===== config.mk =====
export PLATFORM = sky130hd
export DESIGN_NAME = rme_mul_step
export DESIGN_NICKNAME = d
export VERILOG_FILES = /design/src/hdl/rme_pkg.sv /design/src/hdl/rme_mul_step.sv
export SDC_FILE = /design/constraint.sdc
export NUM_CORES = 1
export LEC_CHECK = 0
export BUFFER_PORTS_ARGS = -buffer_cell sky130_fd_sc_hd__buf_2
export CAP_MARGIN = 20
export CORE_ASPECT_RATIO = 0.9
export CORE_MARGIN = 10
export CORE_UTILIZATION = 45
export DETAILED_ROUTE_END_ITERATION = 16
export GPL_ROUTABILITY_DRIVEN = 0
export PLACE_DENSITY = 0.67
export SYNTH_ARGS = -nofsm -noshare
export SYNTH_HDL_FRONTEND = slang
export SYNTH_SLANG_ARGS = --single-unit
export TNS_END_PERCENT = 5

===== constraint.sdc =====
create_clock -name clk -period 8.6 [get_ports clk]
set_input_delay 0.43 -clock clk [delete_from_list [all_inputs] [get_ports clk]]
set_output_delay 0.43 -clock clk [all_outputs]
set_load 0.01 [all_outputs]

===== src/hdl/rme_pkg.sv =====
`default_nettype none
package rme_pkg;

  localparam int WORD_WIDTH = 32;
  localparam int NUM_STEPS  = WORD_WIDTH * WORD_WIDTH;

  typedef logic [WORD_WIDTH-1:0] word_t;

  typedef enum logic {
    CFG_EXPONENT = 1'b0,
    CFG_MODULUS  = 1'b1
  } cfg_idx_t;

  // acc: running power; b: current base (multiplier bits)
  // pacc/pa: acc*base in progress; qacc/qa: base*base in progress
  typedef struct packed {
    word_t acc;
    word_t b;
    word_t pacc;
    word_t pa;
    word_t qacc;
    word_t qa;
  } lane_t;

  // (a + b) mod m for a, b below m
  function automatic word_t add_mod(input word_t a, input word_t b, input word_t m);
    word_t gap;
    gap = m - b;
    if (a >= gap) begin
      add_mod = a - gap;
    end else begin
      add_mod = a + b;
    end
  endfunction

endpackage
`default_nettype wire


===== src/hdl/rme_mul_step.sv =====
`default_nettype none
module rme_mul_step (
  input  wire logic           clk,
  input  wire logic           rst_n,
  input  wire logic           adv,
  input  wire logic           vld_in,
  input  wire rme_pkg::lane_t lane_in,
  input  wire rme_pkg::word_t modulus,
  input  wire logic           step_bit,
  input  wire logic           last,
  input  wire logic           ebit,
  output logic                vld_out,
  output rme_pkg::lane_t      lane_out
);

  rme_pkg::lane_t lane_nxt;
  rme_pkg::word_t acc_new;
  logic           vld_r;
  rme_pkg::lane_t lane_r;

  always_comb begin
    lane_nxt      = lane_in;
    acc_new       = lane_in.acc;
    if (step_bit) begin
      lane_nxt.pacc = rme_pkg::add_mod(lane_in.pacc, lane_in.pa, modulus);
      lane_nxt.qacc = rme_pkg::add_mod(lane_in.qacc, lane_in.qa, modulus);
    end
    lane_nxt.pa = rme_pkg::add_mod(lane_in.pa, lane_in.pa, modulus);
    lane_nxt.qa = rme_pkg::add_mod(lane_in.qa, lane_in.qa, modulus);
    // close one exponent bit: take the product if set, square the base
    if (last) begin
      if (ebit) begin
        acc_new = lane_nxt.pacc;
      end
      lane_nxt.acc  = acc_new;
      lane_nxt.b    = lane_nxt.qacc;
      lane_nxt.pa   = acc_new;
      lane_nxt.qa   = lane_nxt.qacc;
      lane_nxt.pacc = '0;
      lane_nxt.qacc = '0;
    end
  end

  always_ff @(posedge clk) begin
    if (!rst_n) begin
      vld_r <= 1'b0;
    end else if (adv) begin
      vld_r <= vld_in;
    end
  end

  always_ff @(posedge clk) begin
    if (adv) begin
      lane_r <= lane_nxt;
    end
  end

  assign vld_out  = vld_r;
  assign lane_out = lane_r;

endmodule
`default_nettype wire


==> impl_metrics.toml, run 1 <==
[status]
status = "completed"

[synth]
yosysWarningCount = 0
yosysTopAreaCellShare_pct = 26.2
synth_cell_types = 96
syn_area_um2 = 22000
yosysMostFrequentCell = "nor2_1"
syn_area_per_cell_um2 = 8.25
yosys-top-cells-area = "edfxtp_1 (26%), ha_1 (14%), a21oi_1 (5.5%)"
syn_inst = 2670
synthArstFlopShare_pct = 0
synth-main-ff-cell = "edfxtp_1"
ys_seq_elements = 193
synth-edff-count = 192
syn_nets = 3157
synth_area_leader_cell = "edfxtp_1"
synth_commonest_cells = "nor2_1 (272), ha_1 (248), a21oi_1 (241)"
yosysSeqAreaShare_pct = 26.3

[global_route]
antenna_found_initial = 21
grt_pass1_wl_um = 123000
grt_max_degree = 78
grt.total_usage_pct = 27.0
grt_pass1_vias = 21100
gr-total-overflow = 0

[detailed_routing]
routedWlPerCell_um = 22.2
dr.pass1.iters = 5
vias = 22400
drt_iter0_markers = 2296
drtAntennaViolNets = 0
drc_errors = 0
wl_um = 81600
avgViaCountPerCell = 6.09

[timing]
setup_slack_ns = 1.69
tightest_slew_ns = 1.07
grt_setup_unrepaired = "no"
skew_ns = 0
finalSetupViolations = 0
hold_viol = 0
clock.fmax_mhz = 145
slew_headroom_pct = 26.9
min_period_over_period_pct = 80.4
drv_slew = 0
period_needed_ns = 6.91
whs_ns = 0.144
tns_ns = 0

[min_path]
hold_depth = 2
min_path_type = "in2reg"

[flow_run]
cap_violations = 0

[power]
p_switching_uw = 2230
p_leak_uw = 0.0115
p_int_uw = 2830
peakVddDrop_mv = 0.151
switching_share_pct = 44.0
total_power_uw = 5060
p_clk_share_pct = 17.7
power_frac_seq_pct = 25.1
combPwrFrac_pct = 57.2
power_density_nw_per_um2 = 200

[die]
core_um2 = 48100
fp-row-count = 76
die_w_um = 253
io_pins = 424
start_util_pct = 45.8
dieArea_um2 = 58200
fp.dieH_um = 230

[clock_tree]
ctsResizeCount = 0
postCtsSetupRepairBufs = 0
clk_latency_ns = 0.51
clkTransAtPathRegs_ns = 0.07
cts_tree = "yes"
clockBufferDepth = 2
hold_buffers = 0
htreeDepth = 4
clock_sinks = 193
clock-root-buffer = "clkbuf_16"
numCtsBuffers = 17

[critical_path]
cp.arrival_ns = 7.15
crit_path_start_kind = "input port"
crit_top_cell = "o21a_1"
end_kind = "flop"
worst_path_max_delay_cell = "a2111oi_0"
crit_type = "in2reg"
critical_path.max_stage_delay_ns = 0.60
crit_fanout = 34
ff2ff_path_depth = 2
worstPathRequired_ns = 8.83

[final_layout]
fin_nets = 3522
layout-drive-gt1-share_pct = 17.1
fin_util_pct = 52.6
area_growth_pct = 14.9

[placement]
hpwl_um = 66100
portBuffers = 423
place_ws_ns = 1.39
final timing paths:
path / from / endpoint / slack [ns]
worst max-delay path: modulus[0] / lane_out[73] / 1.69
worst max register to register: vld_out / vld_out / 7.99
worst min-delay path: rst_n / vld_out / 0.14
worst min register to register: vld_out / vld_out / 0.54
per-layer routing:
metal | GRT usage (%) | wire length, um | vias up
li1 | - | - | 10600
met1 | 35.2 | 35000 | 10700
met2 | 42.4 | 36400 | 978
met3 | 7.48 | 7880 | 135
met4 | 8.95 | 2170 | 18
met5 | 0 | 104 | -
layout by cell type (no fill, tap or decap), drive strengths merged, types with 16 or more instances in the layout:
cell type and n:
or3 22, a21oi 244, nand2b 43, xor2 94
nand3 50, o21bai 21, nor2b 40, o21ai 254
buf 436, a211o 20, or2 16, nor3 52
and2 27, nand2 193, mux2i 24, xnor2 113
a211oi 41, a31oi 37, o211ai 46, o21a 54
clkbuf 19, a21o 109, inv 154, nand4 23
edfxtp 192, nor2 272, ha 248, and3 26
state kept, by name (all words and copies together), names as in the netlist:
signal and flops:
lane_out 192, vld_out 1
power groups by stage:
stage / logic [uW] / registers (uW) / clock network (uW)
6_report: 2890 / 1270 / 896
5_1_grt: 3160 / 1280 / 941
4_1_cts: 2840 / 1270 / 916
3_5_place_dp: 2820 / 1290 / 0
3_3_place_gp: 2770 / 1290 / 0
2_1_floorplan: 1950 / 1350 / 0
layout make-up:
cell class	instances	area, um^2
Clock buffer	18	429
Tap cell	624	781
Multi-Input combinational cell	2234	15300
Clock inverter	14	203
Sequential cell	193	5790
Fill cell	4585	22800
Inverter	152	574
Antenna cell	10	25.0
Timing Repair Buffer	437	2240
worst max-delay path, delay by kind of cell:
kind	cells	cell delay [ns]
XOR/XNOR	1	0.22
AND/OR/NAND/NOR	4	0.42
buffers and inverters	4	0.72
adder cells (fa/ha/maj)	3	0.91
AO/OA/AOI/OAI	19	4.41
through the flow:
stage | std cells | instance area, um^2
CTS | 3672 | 25300
finish | 3682 | 25300
global placement | 3640 | 24600
detailed placement | 3640 | 24600
floorplan | 2670 | 22000
global route | 3676 | 25300
logic make-up (layout without fill, tap and decap cells):
group | after synthesis | after routing | synth area share (%)
adders and majority gates | 258 | 258 | 14.9
muxes | 34 | 34 | 1.60
buffers and inverters | 243 | 621 | 4.49
xor gates and xnor gates | 207 | 207 | 8.23
AOI/OAI and AO/OA | 946 | 946 | 27.7
other | 0 | 10 | 0
DFF | 193 | 193 | 26.3
and+or+nand+nor | 789 | 789 | 16.8
Note: power is estimated with default switching activity, not from simulation.
==> run 2: changes to the inputs <==
==> constraint.sdc (replaced) <==
create_clock -name clk -period 6.7 [get_ports clk]
set_input_delay 0.335 -clock clk [delete_from_list [all_inputs] [get_ports clk]]
set_output_delay 0.335 -clock clk [all_outputs]
set_load 0.01 [all_outputs]
==> run 2 against run 1 <==
Combinational power up 34%. Sequential share of layout area down 0.30 points. Register-to-register slack worse by 1.9 ns. Non-clock buffer count up 34. Cell area up 1.3%. Via count down 0.36%. Clock skew unchanged. Worst hold slack worse by 0.10 ns. Cell count up 0.84%. First-iteration DRC count down 4.0%. Critical path depth unchanged. Largest power group unchanged.
==> impl_metrics.toml, run 2 (same netlist as run 1, synthesis figures left out) <==
[timing]
clock.fmax_mhz = 162
drv_slew = 0
tns_ns = 0
min_period_over_period_pct = 92.3
period_needed_ns = 6.18
grt_setup_unrepaired = "no"
finalSetupViolations = 0
tightest_slew_ns = 1.00
slew_headroom_pct = 31.5
setup_slack_ns = 0.517
hold_viol = 0
skew_ns = 0

[critical_path]
worstPathRequired_ns = 6.92
worst_path_max_delay_cell = "ha_2"
cp.arrival_ns = 6.41
crit_top_cell = "a21oi_1"
crit_path_start_kind = "input port"
end_kind = "flop"
critical_path.max_stage_delay_ns = 0.42
crit_type = "in2reg"
crit_fanout = 20

[clock_tree]
clock-root-buffer = "clkbuf_16"
clkTransAtPathRegs_ns = 0.07
clockBufferDepth = 2
clock_sinks = 193
numCtsBuffers = 17
hold_buffers = 0
htreeDepth = 4
cts_tree = "yes"
clk_latency_ns = 0.51

[die]
core_um2 = 48100
fp.dieH_um = 230
die_w_um = 253
io_pins = 424
fp-row-count = 76
start_util_pct = 45.8
dieArea_um2 = 58200

[detailed_routing]
drtAntennaViolNets = 0
avgViaCountPerCell = 6.02
routedWlPerCell_um = 22.1
vias = 22300
drc_errors = 0
drt_iter0_markers = 2204
dr.pass1.iters = 6
wl_um = 82000

[placement]
hpwl_um = 66600
place_ws_ns = -0.212
dpl.cell_count = 3674
place_area_um2 = 25000
portBuffers = 423

[global_route]
grt_pass1_wl_um = 125000
grt_max_degree = 83
gr-total-overflow = 0
antenna_found_initial = 7
met2_usage_pct = 45.0
use_met1_pct = 35.6
grt_util_met3_pct = 5.69
grt_busiest_layer = "met2"
grt.total_usage_pct = 27.4
grt_pass1_vias = 21700

[power]
p_leak_uw = 0.0117
peakVddDrop_mv = 0.189
total_power_uw = 6610
power_density_nw_per_um2 = 258

[final_layout]
largest_reg_flops = 192
layout-drive-gt1-share_pct = 18.1
mostFrequentLayoutCell = "buf_2"
area_growth_pct = 16.4
fin_area_um2 = 25600
instances_no_fill = 3713
layout_common_cells = "buf_2 (420), nor2_1 (272), ha_1 (247)"
fin_nets = 3556

[min_path]
min_path_type = "in2reg"

[flow_run]
cap_violations = 0

[status]
status = "completed"
-- run 2: what timing repair did --
action,in CTS,in global routing
setup buffers,0,0
resized for setup,0,10
endpoints found under the setup margin,0,114
-- run 2: layout make-up --
type / count / area [um^2]
Inverter: 152 / 574
Tap cell: 624 / 781
Fill cell: 4614 / 22500
Clock inverter: 14 / 181
Timing Repair Buffer: 471 / 2560
Multi-Input combinational cell: 2234 / 15300
Sequential cell: 193 / 5790
Antenna cell: 7 / 17.5
Clock buffer: 18 / 429
-- run 2: final timing paths --
check	slack (ns)	cells past startpoint	start	endpoint
min reg2reg	0.53	2	vld_out	vld_out
max	0.52	31	modulus[0]	lane_out[3]
min	0.04	2	rst_n	vld_out
max reg2reg	6.10	2	vld_out	vld_out
-- run 2: stage by stage --
step	utilization, %	hold WS [ns]
floorplan	-	0.447
global placement	51.9	0.490
detailed placement	51.9	0.515
CTS	53.2	0.00747
global route	53.3	0.0502
finish	53.3	0.0398
-- run 2: metal layers --
metal	share of wire, %	routed length (um)	up-vias
met5	0.037	30	-
met4	2.1	1760	4
met3	8.9	7280	120
met2	46	38000	1021
met1	43	34900	10500
li1	-	-	10700
-- run 2: critical path, delay by kind of cell --
kind / cells / cell delay [ns]
xor gates and xnor gates: 1 / 0.12
buffers and inverters: 4 / 0.44
adders and majority gates: 3 / 0.99
and+or+nand+nor: 5 / 0.95
AOI/OAI and AO/OA: 18 / 3.53
-- run 2: report_power, final --
group          internal (uW)  total, uW  leakage, uW  switching [uW]
logic                   1540       3860      0.00948            2320
clock network            592       1120     0.000289             531
registers               1570       1630      0.00188            58.5
==> run 3: changes to the inputs <==
--- a/config.mk
+++ b/config.mk
@@ -12,7 +12,7 @@
 export CORE_UTILIZATION = 45
 export DETAILED_ROUTE_END_ITERATION = 16
 export GPL_ROUTABILITY_DRIVEN = 0
-export PLACE_DENSITY = 0.67
+export PLACE_DENSITY = 0.65
 export SYNTH_ARGS = -nofsm -noshare
 export SYNTH_HDL_FRONTEND = slang
 export SYNTH_SLANG_ARGS = --single-unit
==> run 3 against run 2 <==
Core utilization is essentially flat. Sequential power is essentially flat. Non-clock buffer count grew 2. Combinational power is essentially flat. Highest routed layer unchanged.
==> impl_metrics.toml, run 3 (same netlist as run 1, synthesis figures left out) <==
[status]
status = "completed"

[final_layout]
layout-drive-gt1-share_pct = 18.2
largest_reg_flops = 192
fin_nets = 3558
num-fill-cells = 4598
area_growth_pct = 16.4
seq_area_um2 = 5790
mostFrequentLayoutCell = "buf_2"
layout_common_cells = "buf_2 (420), nor2_1 (272), ha_1 (247)"
multiInputGateArea_um2 = 15300

[die]
io_pins = 424
fp.dieH_um = 230
start_util_pct = 45.8
fp-row-count = 76
dieArea_um2 = 58200
die_w_um = 253
core_um2 = 48100

[critical_path]
r2r-start = "vld_out"
crit_fanout = 10
worst_path_max_delay_cell = "fa_1"
critical_path.max_stage_delay_ns = 0.39
crit_top_cell = "a21oi_1"
crit_type = "in2reg"
ff2ff_path_depth = 2
cp.arrival_ns = 6.54
worstPathRequired_ns = 6.94
end_kind = "flop"
r2r_slack_ns = 6.11
reg2reg_to = "vld_out"
crit_path_start_kind = "input port"
startpoint = "modulus[0]"

[timing]
slew_headroom_pct = 34.2
drv_slew = 0
hold_viol = 0
tns_ns = 0
setup_slack_ns = 0.398
finalSetupViolations = 0
skew_ns = 0
clock.fmax_mhz = 159
period_needed_ns = 6.30
min_period_over_period_pct = 94.1
tightest_slew_ns = 0.988

[global_route]
grt_pass1_wl_um = 122000
grt_pass1_vias = 21000
gr-total-overflow = 0
grt.total_usage_pct = 26.9
antenna_found_initial = 13
grt_max_degree = 79

[clock_tree]
clk_latency_ns = 0.52
numCtsBuffers = 17
clockBufferDepth = 2
cts_tree = "yes"
htreeDepth = 4
clkTransAtPathRegs_ns = 0.08
clock_sinks = 193
clock-root-buffer = "clkbuf_16"

[detailed_routing]
vias = 22200
routedWlPerCell_um = 21.9
drt_iter0_markers = 1977
avgViaCountPerCell = 5.98
dr.pass1.iters = 6
wl_um = 81400
drtAntennaViolNets = 0
drc_errors = 0

[power]
peakVddDrop_mv = 0.200
power_density_nw_per_um2 = 255
p_leak_uw = 0.0116

[flow_run]
cap_violations = 0

[placement]
place_ws_ns = -0.381
hpwl_um = 66200
portBuffers = 423

[min_path]
min_to = "vld_out"
holdCritStartpoint = "vld_in"
hold_depth = 3
min_path_type = "in2reg"
## run 3: cell types whose count changed in the layout (fill, tap and decap cells not counted), sizes merged
cell / change
clkbuf: +4
dlygate4sd3: +1
buf: +1
bufinv: -2
inv: -2
diode: -1
## run 3: through the flow
step | cell area, um^2 | power, uW | cells | hold slack, ns | utilization, %
after floorplan | 22000 | 4240 | 2670 | 0.447 | -
after global placement | 25000 | 5340 | 3674 | 0.489 | 51.9
after detailed placement | 25000 | 5400 | 3674 | 0.516 | 51.9
after CTS | 25500 | 6490 | 3707 | 0.0392 | 53.1
after global routing | 25600 | 6950 | 3712 | 0.0955 | 53.3
final | 25600 | 6530 | 3714 | 0.0745 | 53.3
## run 3: worst max path at each step
stage,cells after the start,to,slack (ns)
floorplan,30,lane_out[175],1.04
finish,31,lane_out[3],0.40
detailed placement,31,lane_out[131],-0.38
global placement,31,lane_out[65],-0.19
global route,31,lane_out[3],-0.01
CTS,31,lane_out[3],0.13
## run 3: power by group
part           total [uW]  switching [uW]  leakage [uW]  internal (uW)
registers            1630            58.5       0.00188           1570
clock network        1060             509      0.000281            553
logic                3840            2300       0.00949           1530
## run 3: final cells by class
class | instances | share of cell area [%]
well taps | 624 | 3.05
clock inverters | 10 | 0.390
diodes | 6 | 0.0586
repair buffers | 473 | 10.1
inverters | 152 | 2.24
multi-input cells | 2234 | 59.7
flip-flops and latches | 193 | 22.6
clock buffers | 22 | 1.89
## run 3: worst max-delay path, delay by kind of cell
family                   cells  cell delay (ns)
AO/OA/AOI/OAI               18             3.50
buffers and inverters        4             0.50
adder cells (fa/ha/maj)      3             0.85
AND/OR/NAND/NOR              5             1.05
XOR/XNOR                     1             0.30
## run 3: routing by layer
| layer | vias to the layer above | track usage, % | routed length [um] | part of all wire, % |
|---|---|---|---|---|
| met1 | 10400 | 35.1 | 35200 | 43 |
| met3 | 143 | 6.72 | 7540 | 9.3 |
| met4 | 14 | 8.37 | 1810 | 2.2 |
| met5 | - | 0 | 92 | 0.11 |
| met2 | 971 | 42.8 | 36700 | 45 |
| li1 | 10700 | - | - | - |
## run 3: repair_timing
item	in CTS	in global routing
hold buffers	1	0
buffers inserted	0	0
setup endpoints to repair	0	116
hold endpoints to repair	1	0
gates resized for setup	0	9
